$ cat src/rtl/core/knn_majority_classifier_defines.svh
// Assertion macros for the classifier RTL.
`ifndef KNN_MAJORITY_CLASSIFIER_DEFINES_SVH
`define KNN_MAJORITY_CLASSIFIER_DEFINES_SVH

`ifndef SYNTHESIS
`define KNN_ASSERT(name, cond) \
    name: assert property (@(posedge clk) disable iff (!rst_n) (cond)) \
        else $error("knn check failed");
`define KNN_ASSERT_IMPL(name, ante, cons) \
    name: assert property (@(posedge clk) disable iff (!rst_n) (ante) |-> (cons)) \
        else $error("knn check failed");
`else
`define KNN_ASSERT(name, cond)
`define KNN_ASSERT_IMPL(name, ante, cons)
`endif

`endif

$ cat src/rtl/core/knn_pkg.sv
package knn_pkg;

    localparam int VAL_W = 17;
    localparam int SQ_W  = 2 * VAL_W;
    localparam logic [VAL_W-1:0] ONE_Q16 = 17'd65536;

    typedef enum logic [1:0] {
        ACT_TRAIN = 2'd0,
        ACT_QUERY = 2'd1,
        ACT_CLEAR = 2'd2,
        ACT_NONE  = 2'd3
    } action_t;

    typedef enum logic [1:0] {
        ST_STORED  = 2'd0,
        ST_FULL    = 2'd1,
        ST_PREDICT = 2'd2,
        ST_CLEARED = 2'd3
    } status_t;

    typedef struct packed {
        logic [1:0]       action;
        logic [3:0]       bin_index;
        logic [VAL_W-1:0] bin_value;
        logic             label;
        logic             last;
    } knn_in_t;

    typedef struct packed {
        logic [1:0] status;
        logic       prediction;
        logic [1:0] vote_count;
    } knn_out_t;

    // Sideband that travels with each bin through the distance pipeline.
    typedef struct packed {
        logic valid;
        logic first;
        logic last;
        logic label;
    } knn_tag_t;

endpackage

$ cat src/rtl/core/knn_dist.sv
module knn_dist #(
    parameter int DIST_W = 37
) (
    input  logic                     clk,
    input  logic                     rst_n,
    input  knn_pkg::knn_tag_t        tag_in,
    input  logic [knn_pkg::VAL_W-1:0] train_val,
    input  logic [knn_pkg::VAL_W-1:0] query_val,
    output knn_pkg::knn_tag_t        done,
    output logic [DIST_W-1:0]        dist_sum
);
    import knn_pkg::*;

    knn_tag_t         tag2_reg, tag3_reg, tag4_reg;
    logic [VAL_W-1:0] diff_reg;
    logic [SQ_W-1:0]  sq_reg;
    logic [DIST_W-1:0] acc_reg, acc_next;

    always_ff @(posedge clk or negedge rst_n)
    begin
        if (!rst_n)
        begin
            tag2_reg <= '0;
            tag3_reg <= '0;
            tag4_reg <= '0;
        end
        else
        begin
            tag2_reg <= tag_in;
            tag3_reg <= tag2_reg;
            tag4_reg <= tag3_reg;
        end
    end

    always_comb
    begin
        acc_next = (tag3_reg.first ? '0 : acc_reg) + DIST_W'(sq_reg);
    end

    always_ff @(posedge clk)
    begin
        diff_reg <= (train_val > query_val) ? train_val - query_val : query_val - train_val;
        sq_reg   <= diff_reg * diff_reg;
        if (tag3_reg.valid)
        begin
            acc_reg <= acc_next;
        end
    end

    // Report only the completed sum of an entry.
    always_comb
    begin
        done       = tag4_reg;
        done.valid = tag4_reg.valid & tag4_reg.last;
        dist_sum   = acc_reg;
    end
endmodule

$ cat config.mk
export PLATFORM = sky130hd
export DESIGN_NAME = knn_dist
export DESIGN_NICKNAME = d
export VERILOG_FILES = /design/src/rtl/core/knn_majority_classifier_defines.svh /design/src/rtl/core/knn_pkg.sv /design/src/rtl/core/knn_dist.sv
export SDC_FILE = /design/constraint.sdc
export NUM_CORES = 1
export LEC_CHECK = 0
export BUFFER_PORTS_ARGS = -buffer_cell sky130_fd_sc_hd__buf_2
export CAP_MARGIN = 20
export CORE_ASPECT_RATIO = 0.5
export CORE_MARGIN = 5
export CORE_UTILIZATION = 29
export DETAILED_ROUTE_END_ITERATION = 12
export HOLD_SLACK_MARGIN = 0.02
export RECOVER_POWER = 100
export SYNTH_ARGS = -nofsm -noshare
export SYNTH_HDL_FRONTEND = slang
export SYNTH_SLANG_ARGS = --single-unit
$ cat constraint.sdc
create_clock -name clk -period 8.9 [get_ports clk]
set_clock_uncertainty 0.2 [all_clocks]
set_input_delay 0.445 -clock clk [delete_from_list [all_inputs] [get_ports clk]]
set_output_delay 0.445 -clock clk [all_outputs]
set_load 0.05 [all_outputs]
; After elaboration in Yosys (flattened, before gate mapping)
; Cells that the tools add are included.
[word_totals]
register_bits = 100
in_bits = 40
out_inout_bits = 41
wordCells = 23
[op_classes]
n_addsub = 3
mul = 1
n_lt_le_gt_ge = 1
n_mux = 2
bitwise_logic = 1
[ops]
columns = op, count
row1 = adder 37 x 34 -> 37 bit, 1
row2 = 2-to-1 mux 37 bit, 1
row3 = multiplier 17 x 17 -> 34 bit, 1
row4 = subtractor 17 bit, 2
row5 = > comparator 17 bit, 1
row6 = 2-to-1 mux 17 bit, 1
row7 = bitwise AND 1 bit, 1

; Longest topological paths before layout
[depth]
ltp_word = 2
mapped_depth = 23
ltp_nobuf = 22

; Worst setup path before layout
; No wires, ideal clock.
[synth_timing]
kind = register -> register
from = reg diff_reg[14]
to = reg sq_reg[29]
setup_time_ps = 72
arrival_ps = 6046
required_ps = 8628
path_slack_ps = 2581
path_stages_with_launch = 22
path_buffers = 2
synth_period_minus_slack_ps = 6319
path_cell_list = dfxtp_1 clkbuf_1 clkbuf_1 nand2_1 fa_1 fa_1 inv_1 fa_1 fa_1 fa_1 inv_1 fa_1 inv_1 ha_1 a21o_1 a21o_1 a221o_1 a31o_2 a31oi_2 o21ai_0 a311oi_1 xnor2_1
[synth_between]
elab_chain_len = 1
[synth_lines]
columns = item, line
row1 = "start, declared", knn_dist.sv:15  ; logic [VAL_W-1:0] diff_reg;
row2 = "start signal, assigned", knn_dist.sv:42  ; diff_reg <= (train_val > query_val) ? train_val - query_val : query_val - train_val;
row3 = multiplier 17 x 17 -> 34 bit, knn_dist.sv:43  ; sq_reg <= diff_reg * diff_reg;
row4 = "end signal, assigned", knn_dist.sv:43
row5 = "end, declared", knn_dist.sv:16  ; logic [SQ_W-1:0] sq_reg;
; Every way passes these cells.
; A chain may end at the register's enable or synchronous reset.

; Worst setup path after layout
[layout_timing]
from = reg diff_reg[7]
to = reg sq_reg[29]
; The elaborated chain is that of the path after synthesis.

==> results.ini <==
[detailed_routing]
ant_nets = 0
vias = 10300
vias_per_cell = 4.53
drt_iter0_markers = 595
wl_um = 32400
drc = 0
wl_per_cell_um = 14.2
drtPass1Iterations = 5

[global_routing]
grt-ovfl-total = 0
grt_pass1_wl_um = 54400
grt_pass1_vias = 10700
antenna_found_initial = 6
grt_max_degree = 42
track_usage = 0.121

[setup_path]
r2r_cells = 20
cp_cell_sequence = and2_1 > inv_1 > fa_1 > fa_1 > fa_1 > inv_1 > fa_1 > fa_1 > inv_1 > fa_1 > inv_1 > ha_1 > and3_1 > and2_1 > a221o_1 > a31o_2 > a31oi_1 > o21ai_0 > a311oi_1 > xnor2_1
max_stage_delay_ps = 730
startpoint_type = flip-flop
cp-end-kind = flip-flop
crit_type = flip-flop to flip-flop
r2r_start = diff_reg[7]
timing.rr.end = sq_reg[29]
cp_num_buf_inv = 4
cpMostUsedCell = fa_1
crit_arrival_ps = 6910
regToRegSetupSlack_ps = 2080
slowest_stage = dfxtp_1
cp.required_ps = 9000
crit_family = adder cells
critical_path.max_fanout = 17

[logic_synthesis]
ys_top_cells_by_count = 333 x inv_1, 192 x fa_1, 178 x ha_1
synth_top_family_by_area = adder cells
synthXorXnorAreaFrac = 0.0525
yosys.area_share.simple = 0.124
synth.area.mux_share = 0.00890
synth_fp_nets = 1977
yosysMostFrequentCell = inv_1
ys_seq_area_frac = 0.168
synth-edff-count = 37
syn_area_um2 = 14300
synthFlopType = dfxtp_1
synth.area.top_cells = fa_1 27%, ha_1 16%, inv_1 8.7%
synthAdderAreaFrac = 0.423
yosysWarningCount = 0
synth_top_area_share = 0.268
synth_async_sr_flop_share = 0.121
syn-mean-instance-area_um2 = 9.15
ys_seq_elements = 99
synth_top_cell_by_area = fa_1
synth-compound-area-share = 0.123
synthCells = 1567
synthDistinctLibCells = 65

[die]
die_x_um = 324
die_height_um = 167
dieArea_um2 = 54300
core_area_um2 = 48700
row_count = 57
start_util = 0.294
ios = 81

[final_layout]
fin_nets = 2030
num-fill-cells = 5057
largest_register_ffs = 37
num_antenna_cells = 0
drive_gt1_frac = 0.0400
syn_to_final_growth_pct = 9.28

[clock_tree]
cts_inserted_buffers = 9
cts_buffer_depth = 2
htree_levels = 3
cts_tree = done
postCtsSetupBuffers = 0
clock-sinks = 99
clk_latency_ps = 370
clkTransAtPathRegs_ps = 90
clock-root-buffer = clkbuf_16

[run]
max_cap_viol_count = 2

[sta]
fmax_ghz = 0.147
fin_crit_sh = 0.766
post-route-min-period_ps = 6820
rsz0062_at_grt = no
tightest_slew_ps = 1990
drv_slew = 81
setup_viol = 0
finalSetupTns_ps = 0
relSlewSlack = -0.325
finalHoldViolCount = 0

[placed_design]
finalWeightedCongestion = 0.851
post-dp-hpwl_um = 26800
io_buffers = 80

[min_path]
min_path_type = flip-flop to flip-flop
hold_depth = 0
holdPathEnd = tag3_reg[2]
holdCritStartpoint = tag2_reg[2]

[status]
failed_checks = max-capacitance violations, max-slew violations
status = finished, violations left

-- per-stage QoR --
step / utilization / cell area (um2) / setup slack [ps] / hold WS (ps) / std cells
5_1_grt: 0.322 / 15700 / 1640 / 165 / 2274
2_1_floorplan: - / 14300 / 2580 / -50.6 / 1567
4_1_cts: 0.324 / 15800 / 2130 / 157 / 2274
3_3_place_gp: 0.316 / 15400 / 2270 / 123 / 2252
6_report: 0.322 / 15700 / 2080 / 156 / 2274
3_5_place_dp: 0.316 / 15400 / 2130 / 128 / 2253
-- layer usage --
metal	part of all wire	routed length, um	GRT usage	up-vias
met5	0.0021	67	0	-
met4	0.015	484	0.0258	12
met3	0.032	1040	0.0200	32
met2	0.46	14900	0.204	127
met1	0.49	15900	0.165	4992
li1	-	-	-	5143
-- worst max-delay path by stage --
stage | endpoint | start | depth (start not counted) | slack, ps
6_report | sq_reg[29] | diff_reg[7] | 20 | 2080
5_1_grt | sq_reg[29] | diff_reg[7] | 21 | 1640
4_1_cts | sq_reg[29] | diff_reg[7] | 20 | 2130
3_5_place_dp | sq_reg[29] | diff_reg[7] | 20 | 2130
3_3_place_gp | sq_reg[29] | diff_reg[12] | 19 | 2270
2_1_floorplan | sq_reg[29] | diff_reg[14] | 21 | 2580
-- cell families after synthesis --
group,after synthesis
adders and majority gates,370
muxes,12
xor gates and xnor gates,86
AOI/OAI and AO/OA,272
DFF,99
buffers and inverters,378
and+or+nand+nor,350
-- cell type report --
| type | instances | area (um2) | share of cell area |
|---|---|---|---|
| Multi-Input combinational cell | 1090 | 10500 | 0.669 |
| Sequential cell | 99 | 2410 | 0.154 |
| Inverter | 333 | 1250 | 0.0798 |
| Tap cell | 649 | 812 | 0.0518 |
| Timing Repair Buffer | 87 | 403 | 0.0257 |
| Clock buffer | 9 | 225 | 0.0144 |
| Clock inverter | 7 | 91.3 | 0.00583 |
-- layout by cell type (no fill, tap or decap), drive strengths merged, types with 13 or more instances in the layout --
cell / instances
xor2: 22
nand2: 117
and3: 14
ha: 178
xnor2: 64
a31oi: 13
nor2b: 48
dfxtp: 50
a21oi: 84
a21o: 43
buf: 36
o21ai: 48
edfxtp: 37
inv: 337
nor2: 44
fa: 192
and2: 62
clkbuf: 55
nand3: 16
o21bai: 16
-- timing repair --
item                                   CTS  global route
hold buffers                             5             0
resized for setup                        0             0
endpoints found under the hold margin   16             0
Power is not shown: default switching activity piles up to over one toggle a cycle in this logic, so the estimate is an artifact.
